==> config.mk <==
export PLATFORM = sky130hd
export DESIGN_NAME = ctli_mdu
export DESIGN_NICKNAME = d
export VERILOG_FILES = /design/src/sv/ctli_pkg.sv /design/src/sv/ctli_mdu.sv
export SDC_FILE = /design/constraint.sdc
export NUM_CORES = 1
export LEC_CHECK = 0
export BUFFER_PORTS_ARGS = -buffer_cell sky130_fd_sc_hd__buf_2
export CORE_MARGIN = 5
export CORE_UTILIZATION = 35
export DETAILED_ROUTE_END_ITERATION = 8
export PLACE_DENSITY = 0.61
export SLEW_MARGIN = 20
export SYNTH_ARGS = -nofsm -noshare
export SYNTH_HDL_FRONTEND = slang
export SYNTH_SLANG_ARGS = --single-unit
export TNS_END_PERCENT = 5
==> constraint.sdc <==
create_clock -name clk -period 18.04 [get_ports clk]
set_clock_uncertainty 0.2 [all_clocks]
set_input_delay 1.804 -clock clk [delete_from_list [all_inputs] [get_ports clk]]
set_output_delay 1.804 -clock clk [all_outputs]
set_load 0.03 [all_outputs]
==> src/sv/ctli_pkg.sv <==
package ctli_pkg;

  localparam int DEF_TABLE_DEPTH = 256;
  localparam int DEF_FREQ_BITS   = 32;

  localparam int LEVEL_W    = 12;
  localparam int LEN_W      = 9;
  localparam int IDX_IN_W   = 8;
  localparam int CFG_ADDR_W = 5;
  localparam int CFG_DATA_W = 32;

  typedef logic signed [LEVEL_W-1:0] level_t;
  typedef logic [LEN_W-1:0]          len_t;
  typedef logic [IDX_IN_W-1:0]       entry_idx_t;

  // register indexes (byte address / 4)
  localparam logic [2:0] REG_USE_TABLE    = 3'd0;
  localparam logic [2:0] REG_BASE_LEVEL   = 3'd1;
  localparam logic [2:0] REG_REF_CORR     = 3'd2;
  localparam logic [2:0] REG_MAX_LEVEL    = 3'd3;
  localparam logic [2:0] REG_MIN_LEVEL    = 3'd4;
  localparam logic [2:0] REG_TABLE_LENGTH = 3'd5;

  localparam logic KIND_LOAD  = 1'b0;
  localparam logic KIND_QUERY = 1'b1;

  localparam level_t MAX_LEVEL_RST    = 12'sd130;
  localparam level_t MIN_LEVEL_RST    = -12'sd1400;
  localparam len_t   TABLE_LENGTH_RST = 9'd2;

endpackage

==> src/sv/ctli_mdu.sv <==
// Iterative multiply/divide around one shared adder.
// total = c_lo*(den-num) + c_hi*num, MSB-first shift-add over the 12 bits of both
// corrections; then |total| / den restoring, round half away from zero, restore sign.
module ctli_mdu
  import ctli_pkg::*;
#(
  parameter int FREQ_BITS = DEF_FREQ_BITS
) (
  input  logic                 clk,
  input  logic                 rst_n,
  input  logic                 start,
  input  level_t               c_lo,
  input  level_t               c_hi,
  input  logic [FREQ_BITS-1:0] num,
  input  logic [FREQ_BITS-1:0] den,
  output logic                 done,
  output level_t               q
);

  localparam int W   = FREQ_BITS + LEVEL_W + 1;
  localparam int Q_W = LEVEL_W + 1;
  localparam logic [3:0] MSB_STEP = 4'(LEVEL_W - 1);

  localparam logic [2:0] M_IDLE = 3'd0;
  localparam logic [2:0] M_MUL  = 3'd1;
  localparam logic [2:0] M_ABS  = 3'd2;
  localparam logic [2:0] M_DIV  = 3'd3;
  localparam logic [2:0] M_RND  = 3'd4;
  localparam logic [2:0] M_NEG  = 3'd5;
  localparam logic [2:0] M_DONE = 3'd6;

  logic [2:0]           st_r, st_nxt;
  logic [3:0]           cnt_r, cnt_nxt;
  logic [W-1:0]         acc_r, acc_nxt;
  logic [FREQ_BITS-1:0] a_r, a_nxt;
  logic [FREQ_BITS-1:0] num_r, num_nxt;
  logic [FREQ_BITS-1:0] den_r, den_nxt;
  level_t               clo_r, clo_nxt;
  level_t               chi_r, chi_nxt;
  logic                 neg_r, neg_nxt;
  logic [Q_W-1:0]       q_r, q_nxt;

  // shared adder
  logic [W-1:0] op_a, op_b, sum, sel;
  logic         sub;

  assign sum = op_a + (sub ? ~op_b : op_b) + W'(sub);

  // both bits set: (den - num) + num = den
  always_comb begin
    unique case ({clo_r[cnt_r], chi_r[cnt_r]})
      2'b00:   sel = '0;
      2'b10:   sel = W'(a_r);
      2'b01:   sel = W'(num_r);
      default: sel = W'(den_r);
    endcase
  end

  always_comb begin
    st_nxt  = st_r;
    cnt_nxt = cnt_r;
    acc_nxt = acc_r;
    a_nxt   = a_r;
    num_nxt = num_r;
    den_nxt = den_r;
    clo_nxt = clo_r;
    chi_nxt = chi_r;
    neg_nxt = neg_r;
    q_nxt   = q_r;
    op_a    = '0;
    op_b    = '0;
    sub     = 1'b0;
    unique case (st_r)
      M_IDLE: begin
        op_a = W'(den);
        op_b = W'(num);
        sub  = 1'b1;
        if (start) begin
          a_nxt   = sum[FREQ_BITS-1:0];
          num_nxt = num;
          den_nxt = den;
          clo_nxt = c_lo;
          chi_nxt = c_hi;
          cnt_nxt = MSB_STEP;
          st_nxt  = M_MUL;
        end
      end
      M_MUL: begin
        // sign bit carries negative weight
        op_a    = (cnt_r == MSB_STEP) ? '0 : (acc_r << 1);
        op_b    = sel;
        sub     = (cnt_r == MSB_STEP);
        acc_nxt = sum;
        if (cnt_r == 4'd0) st_nxt = M_ABS;
        else cnt_nxt = cnt_r - 4'd1;
      end
      M_ABS: begin
        op_a    = '0;
        op_b    = acc_r;
        sub     = 1'b1;
        neg_nxt = acc_r[W-1];
        if (acc_r[W-1]) acc_nxt = sum;
        q_nxt   = '0;
        cnt_nxt = MSB_STEP;
        st_nxt  = M_DIV;
      end
      M_DIV: begin
        op_a = acc_r;
        op_b = W'(den_r) << cnt_r;
        sub  = 1'b1;
        if (!sum[W-1]) begin
          acc_nxt      = sum;
          q_nxt[cnt_r] = 1'b1;
        end
        if (cnt_r == 4'd0) st_nxt = M_RND;
        else cnt_nxt = cnt_r - 4'd1;
      end
      M_RND: begin
        // 2*rem >= den rounds up
        op_a = acc_r << 1;
        op_b = W'(den_r);
        sub  = 1'b1;
        if (!sum[W-1]) q_nxt = q_r + Q_W'(1);
        st_nxt = M_NEG;
      end
      M_NEG: begin
        op_a   = '0;
        op_b   = W'(q_r);
        sub    = neg_r;
        q_nxt  = sum[Q_W-1:0];
        st_nxt = M_DONE;
      end
      M_DONE: st_nxt = M_IDLE;
      default: st_nxt = M_IDLE;
    endcase
  end

  always_ff @(posedge clk) begin
    if (!rst_n) begin
      st_r <= M_IDLE;
    end else begin
      st_r <= st_nxt;
    end
  end

  always_ff @(posedge clk) begin
    cnt_r <= cnt_nxt;
    acc_r <= acc_nxt;
    a_r   <= a_nxt;
    num_r <= num_nxt;
    den_r <= den_nxt;
    clo_r <= clo_nxt;
    chi_r <= chi_nxt;
    neg_r <= neg_nxt;
    q_r   <= q_nxt;
  end

  assign done = (st_r == M_DONE);
  assign q    = level_t'(q_r[LEVEL_W-1:0]);

endmodule
### After elaboration in Yosys (flattened, before gate mapping)

Cells that the tools add are included.

* add/subtract/negate cells: 4
* magnitude comparators: 2
* equal/unequal tests: 16
* shift operators: 1
* multiplexer cells: 25
* bitwise gates (word level): 2
* reductions and logical operators: 15

Operators by type and width (count)
* 45-bit one-hot mux with 6 select lines: 1
* 45-bit two-way mux: 4
* 45-bit one-hot mux with 4 select lines: 1
* 45-bit one-hot mux with 3 select lines: 1
* 32-bit one-hot mux with 3 select lines: 1
* 13-bit one-hot mux with 4 select lines: 1
* 45-bit by 1-bit adder with 45-bit output: 1
* 45-bit adder: 1
* 45-bit NOT: 1
* 32-bit by 4-bit << shifter with 45-bit output: 1
* 13-bit two-way mux: 2
* 3-bit one-hot mux with 6 select lines: 1
* 2-bit != test (second input constant): 7
* 13-bit by 1-bit adder with 13-bit output (second input constant): 1
* 13-bit bitwise OR: 1
* 4-bit one-hot mux with 3 select lines: 1
* 3-bit AND reduction: 4
* 3-bit == test (second input constant): 3
* 3-bit two-way mux: 3
* 1-bit binary-select mux with 4-bit select: 2
* 4-bit two-way mux: 2
* 3-bit by 2-bit == test with 1-bit output (second input constant): 2
* 3-bit nonzero test: 2
* 4-bit by 5-bit < comparator with 1-bit output (second input constant): 1
* 17 further kinds: 20

* flip-flop bits (word level): 186
* output and inout port bits: 13
* logic and storage cells: 76

### Longest topological paths before layout

* depth after elaboration: 11
* gate-level depth with buffers: 24
* mapped depth without buffers: 21

### Worst setup path before layout

No wires, ideal clock.

* path type: reg-to-reg
* start point: register cnt_r[0]
* end point: register acc_r[0] (enable)
* data arrival time: 8.504 ns
* data required time: 17.314 ns
* path slack: 8.810 ns
* cell stages (with the launch flop): 22
* clock period less this slack: 9.230 ns
* path through: edfxtp_1 buf_6 mux4_2 mux2i_1 a21oi_2 clkbuf_1 nor2_1 a22oi_1 o211ai_1 mux2i_1 ha_1 clkbuf_1 nand2_1 nand2_1 a21oi_1 o21bai_1 or4b_2 o21ai_0 a211oi_1 nor2_1 xnor2_1 a311oi_1

* longest elaborated chain between the ends: 11
* elaborated cells on any way between the ends: 20
* classes of those cells: add/sub (2); eq/ne (4); shift (1); mux (10); bitwise (1); reduce/logical (2)

RTL lines
* start: declaration: RTL line ctli_mdu.sv:33 `logic [3:0] cnt_r, cnt_nxt;`
* start signal: assignment: RTL line ctli_mdu.sv:147 `cnt_r <= cnt_nxt;`
* 1-bit binary-select mux with 4-bit select: RTL line ctli_mdu.sv:51 `unique case ({clo_r[cnt_r], chi_r[cnt_r]})`
* 1-bit two-way mux (not written as such): RTL line ctli_mdu.sv:51
* 2-bit by 1-bit == test with 1-bit output, or another cell as far along: RTL line ctli_mdu.sv:51
* 32-bit one-hot mux with 3 select lines: RTL line ctli_mdu.sv:51
* 45-bit one-hot mux with 6 select lines: RTL line ctli_mdu.sv:73 `unique case (st_r)`
* 45-bit NOT: RTL line ctli_mdu.sv:47 `assign sum = op_a + (sub ? ~op_b : op_b) + W'(sub);`
* 45-bit two-way mux: RTL line ctli_mdu.sv:47
* 45-bit adder: RTL line ctli_mdu.sv:47
* 45-bit by 1-bit adder with 45-bit output (*): RTL line ctli_mdu.sv:47
* 2-bit != test (no line) (*)
* 3-bit AND reduction (no line) (*)
* end signal: assignment: RTL line ctli_mdu.sv:148 `acc_r <= acc_nxt;`
* end: declaration: RTL line ctli_mdu.sv:34 `logic [W-1:0] acc_r, acc_nxt;`

Every way passes the cells marked *; elsewhere a longest branch is shown, timed or not. The select of a mux whose other input is x is not followed.
A chain may end at the register's enable or synchronous reset.

### Final worst setup path

* start point: register cnt_r[0]
* end point: register acc_r[19] (enable)

The elaborated chain is that of the path after synthesis.

==> flow_summary.toml <==
[outcome]
status = "finished clean"

[global_route]
grt_pass1_wl_mm = 70.4
antenna_found_initial = 1
grt_pass1_vias = 11400
grt_usage = 0.209
grt_overflow = 0
grt_max_degree = 83

[final_layout]
nNetsFinal = 1569
area_growth_pct = 11.1
layout_commonest_cell = "edfxtp_1"
antenna_cells = 0
mostFrequentLayoutCells = "edfxtp_1 (183), nand2_1 (136), mux2i_1 (104)"
drive_above_1_share = 0.148
finalInstanceArea_sq_um = 15200

[worst_setup_path]
cp.required_ns = 17.94
worstSetupPathType = "register to register"
start_kind = "register"
cp_slowest_cell = "a31oi_4"
crit_arrival_ns = 8.16
max_stage_delay_ns = 0.71
crit_path_end_kind = "register"
timing.critical_path.mode_cell = "buf_4"
crit_fanout = 57
crit_chain = "buf_4 -> mux4_2 -> a22o_1 -> a31oi_4 -> and2_1 -> buf_4 -> nand2_1 -> o21ai_0 -> a221oi_1 -> mux2i_1 -> fa_1 -> a21o_1 -> a21oi_1 -> o211ai_1 -> a2bb2oi_1 -> and4b_1 -> o21ai_0 -> buf_4 -> a211oi_1 -> nor2_1 -> xnor2_1 -> a311oi_4 -> buf_4"

[placed_design]
gp_congestion = 0.952
dp_slack_ns = 9.81
placed_cell_area_sq_um = 14700
dp_hpwl_mm = 33.4
io_buffers = 103

[cts]
clockBufferDepth = 2
insertion_delay_ns = 0.47
post_cts_resized = 0
cts_setup_buffers = 0
path_clk_slew_ns = 0.08
cts-buffers-inserted = 17
cts.htree.levels = 4
hold_buffers = 0
cts_tree = "yes"
clkSinkCount = 186
cts-root-buf = "clkbuf_16"

[detailed_routing]
routed_via_density = 6.13
first_pass_iters = 8
drtIter0Drc = 1643
drc = 0
drtAntennaViolNets = 0
wl_per_cell_microns = 23.7
drt-total-wl_mm = 46.5
dr_total_vias = 12000

[synth]
ys_warn_count = 0
netlist_instances = 1391
synth_top_family_by_area = "compound AO/OA/AOI/OAI gates"
synthFlopType = "edfxtp_1"
synth_fa_ha_area_frac = 0.0452
syn_nets = 1531
synth_xor_area_frac = 0.0287
ys_seq_elements = 186
muxShareOfSynthArea = 0.116
synth_compound_area_frac = 0.230
async_flop_share = 0
synth_area_per_cell_sq_um = 9.87
synth_edf_count = 183
synth_simple_gate_area_share = 0.126
seq_area_frac_synth = 0.405
yosysUniqueCellTypes = 73
synth_area_sq_um = 13700

[sta]
hold_violations = 0
fmax_mhz = 121
finalCritPeriodShare = 0.458
min_period_ns = 8.27
finalSetupTns_ns = 0
relSlewSlack = 0.281
worst_pin_slew_ns = 1.08
layout_setup_ws_ns = 9.77
slew_viol_final = 0
rsz0062_at_grt = "false"
finalSetupViolations = 0

[floorplan]
dieArea_sq_um = 43300
core_area_sq_um = 38700
die_w_microns = 208
ios = 104
row_count = 72
start_util = 0.354
fp.dieH_microns = 208

[power]
pwr_density_cell_nw_per_um2 = 102
ir_worst_vdd_uv = 62.7
power_leakage_nw = 5.98

[min_path]
min_path_type = "register to register"

[run]
drv_cap = 0
==> cell families (layout without fill, tap and decap cells) <==
| family | count (synthesis) | after routing |
|---|---|---|
| muxes | 132 | 132 |
| and+or+nand+nor | 366 | 366 |
| xor gates and xnor gates | 45 | 45 |
| adders and majority gates | 49 | 49 |
| AOI/OAI and AO/OA | 447 | 447 |
| buffers and inverters | 166 | 217 |
| DFF | 186 | 186 |
==> power by group <==
group / internal [mW] / switching [mW]
clock: 0.202 / 0.187
combinational: 0.214 / 0.340
sequential: 0.566 / 0.0412
==> Yosys cell counts, drive strengths merged, types with 4 or more instances <==
library cell / n / share of area
a31oi: 12 / 0.0066
o21ai: 92 / 0.034
a22o: 14 / 0.0089
a222oi: 48 / 0.035
mux2: 7 / 0.0057
buf: 29 / 0.012
or2: 4 / 0.0018
xnor2: 26 / 0.017
mux2i: 104 / 0.076
nor2b: 15 / 0.0068
inv: 54 / 0.015
and3: 18 / 0.0086
o211ai: 19 / 0.010
o21a: 7 / 0.0038
ha: 48 / 0.044
clkbuf: 80 / 0.022
xor2: 19 / 0.012
nand3: 18 / 0.0066
a22oi: 24 / 0.013
and2: 34 / 0.015
o221ai: 6 / 0.0038
a211o: 4 / 0.0026
nor3b: 4 / 0.0022
a21o: 32 / 0.018
edfxtp: 183 / 0.40
a221o: 10 / 0.0073
a221oi: 19 / 0.012
a211oi: 14 / 0.0077
a41oi: 4 / 0.0036
a21boi: 4 / 0.0022
a21oi: 97 / 0.036
mux4: 21 / 0.034
and4: 4 / 0.0026
nand2b: 10 / 0.0046
o22ai: 6 / 0.0027
a2111oi: 4 / 0.0026
nor2: 91 / 0.025
o21bai: 15 / 0.0082
nand4: 8 / 0.0036
nand2: 136 / 0.037
nor3: 14 / 0.0051
==> registers in the layout, summed over array words and instances (netlist names) <==
register,flops
acc_r,45
a_r,32
den_r,32
num_r,32
q_r,13
chi_r,12
clo_r,12
cnt_r,4
st_r,3
neg_r,1
==> final cells by class <==
class                           count  area (sq um)
Inverter                           57           214
Timing Repair Buffer              128           703
Tap cell                          518           648
Multi-Input combinational cell   1039          7540
Clock buffer                       20           457
Fill cell                        3857         23500
Sequential cell                   186          5560
Clock inverter                     12           128
==> routing by layer <==
metal  up-vias  routed length (microns)  track usage
met2       608                    20300        0.313
met5         -                        0            0
met1      5884                    20800        0.302
li1       5443                        -            -
met4         0                     1330       0.0652
met3        88                     4070       0.0461
==> final timing paths <==
kind | cells after the start | start | end | slack (ns)
setup / recovery | 23 | cnt_r[0] | acc_r[19] | 9.77
hold / removal | 0 | acc_r[44] | neg_r | 0.51
setup reg to reg | 23 | cnt_r[0] | acc_r[19] | 9.77
hold reg to reg | 0 | acc_r[44] | neg_r | 0.51
==> worst max-delay path: cells and delay by family, from the launching register on <==
kind	cells	cell delay, ns
buffers and inverters	4	1.78
XOR/XNOR	1	0.21
AO/OA/AOI/OAI	11	2.85
adder cells (fa/ha/maj)	1	0.48
multiplexers	2	0.82
flip-flops	1	0.32
AND/OR/NAND/NOR	4	1.12
==> through the flow <==
stage	power [mW]	instances	hold WS (ns)	util
detailed placement	1.15	1928	0.478	0.379
floorplan	0.990	1391	0.353	-
global route	1.63	1960	0.535	0.394
finish	1.55	1960	0.512	0.394
global placement	1.15	1928	0.472	0.379
CTS	1.54	1960	0.490	0.394
Note: power is estimated with default switching activity, not from simulation.
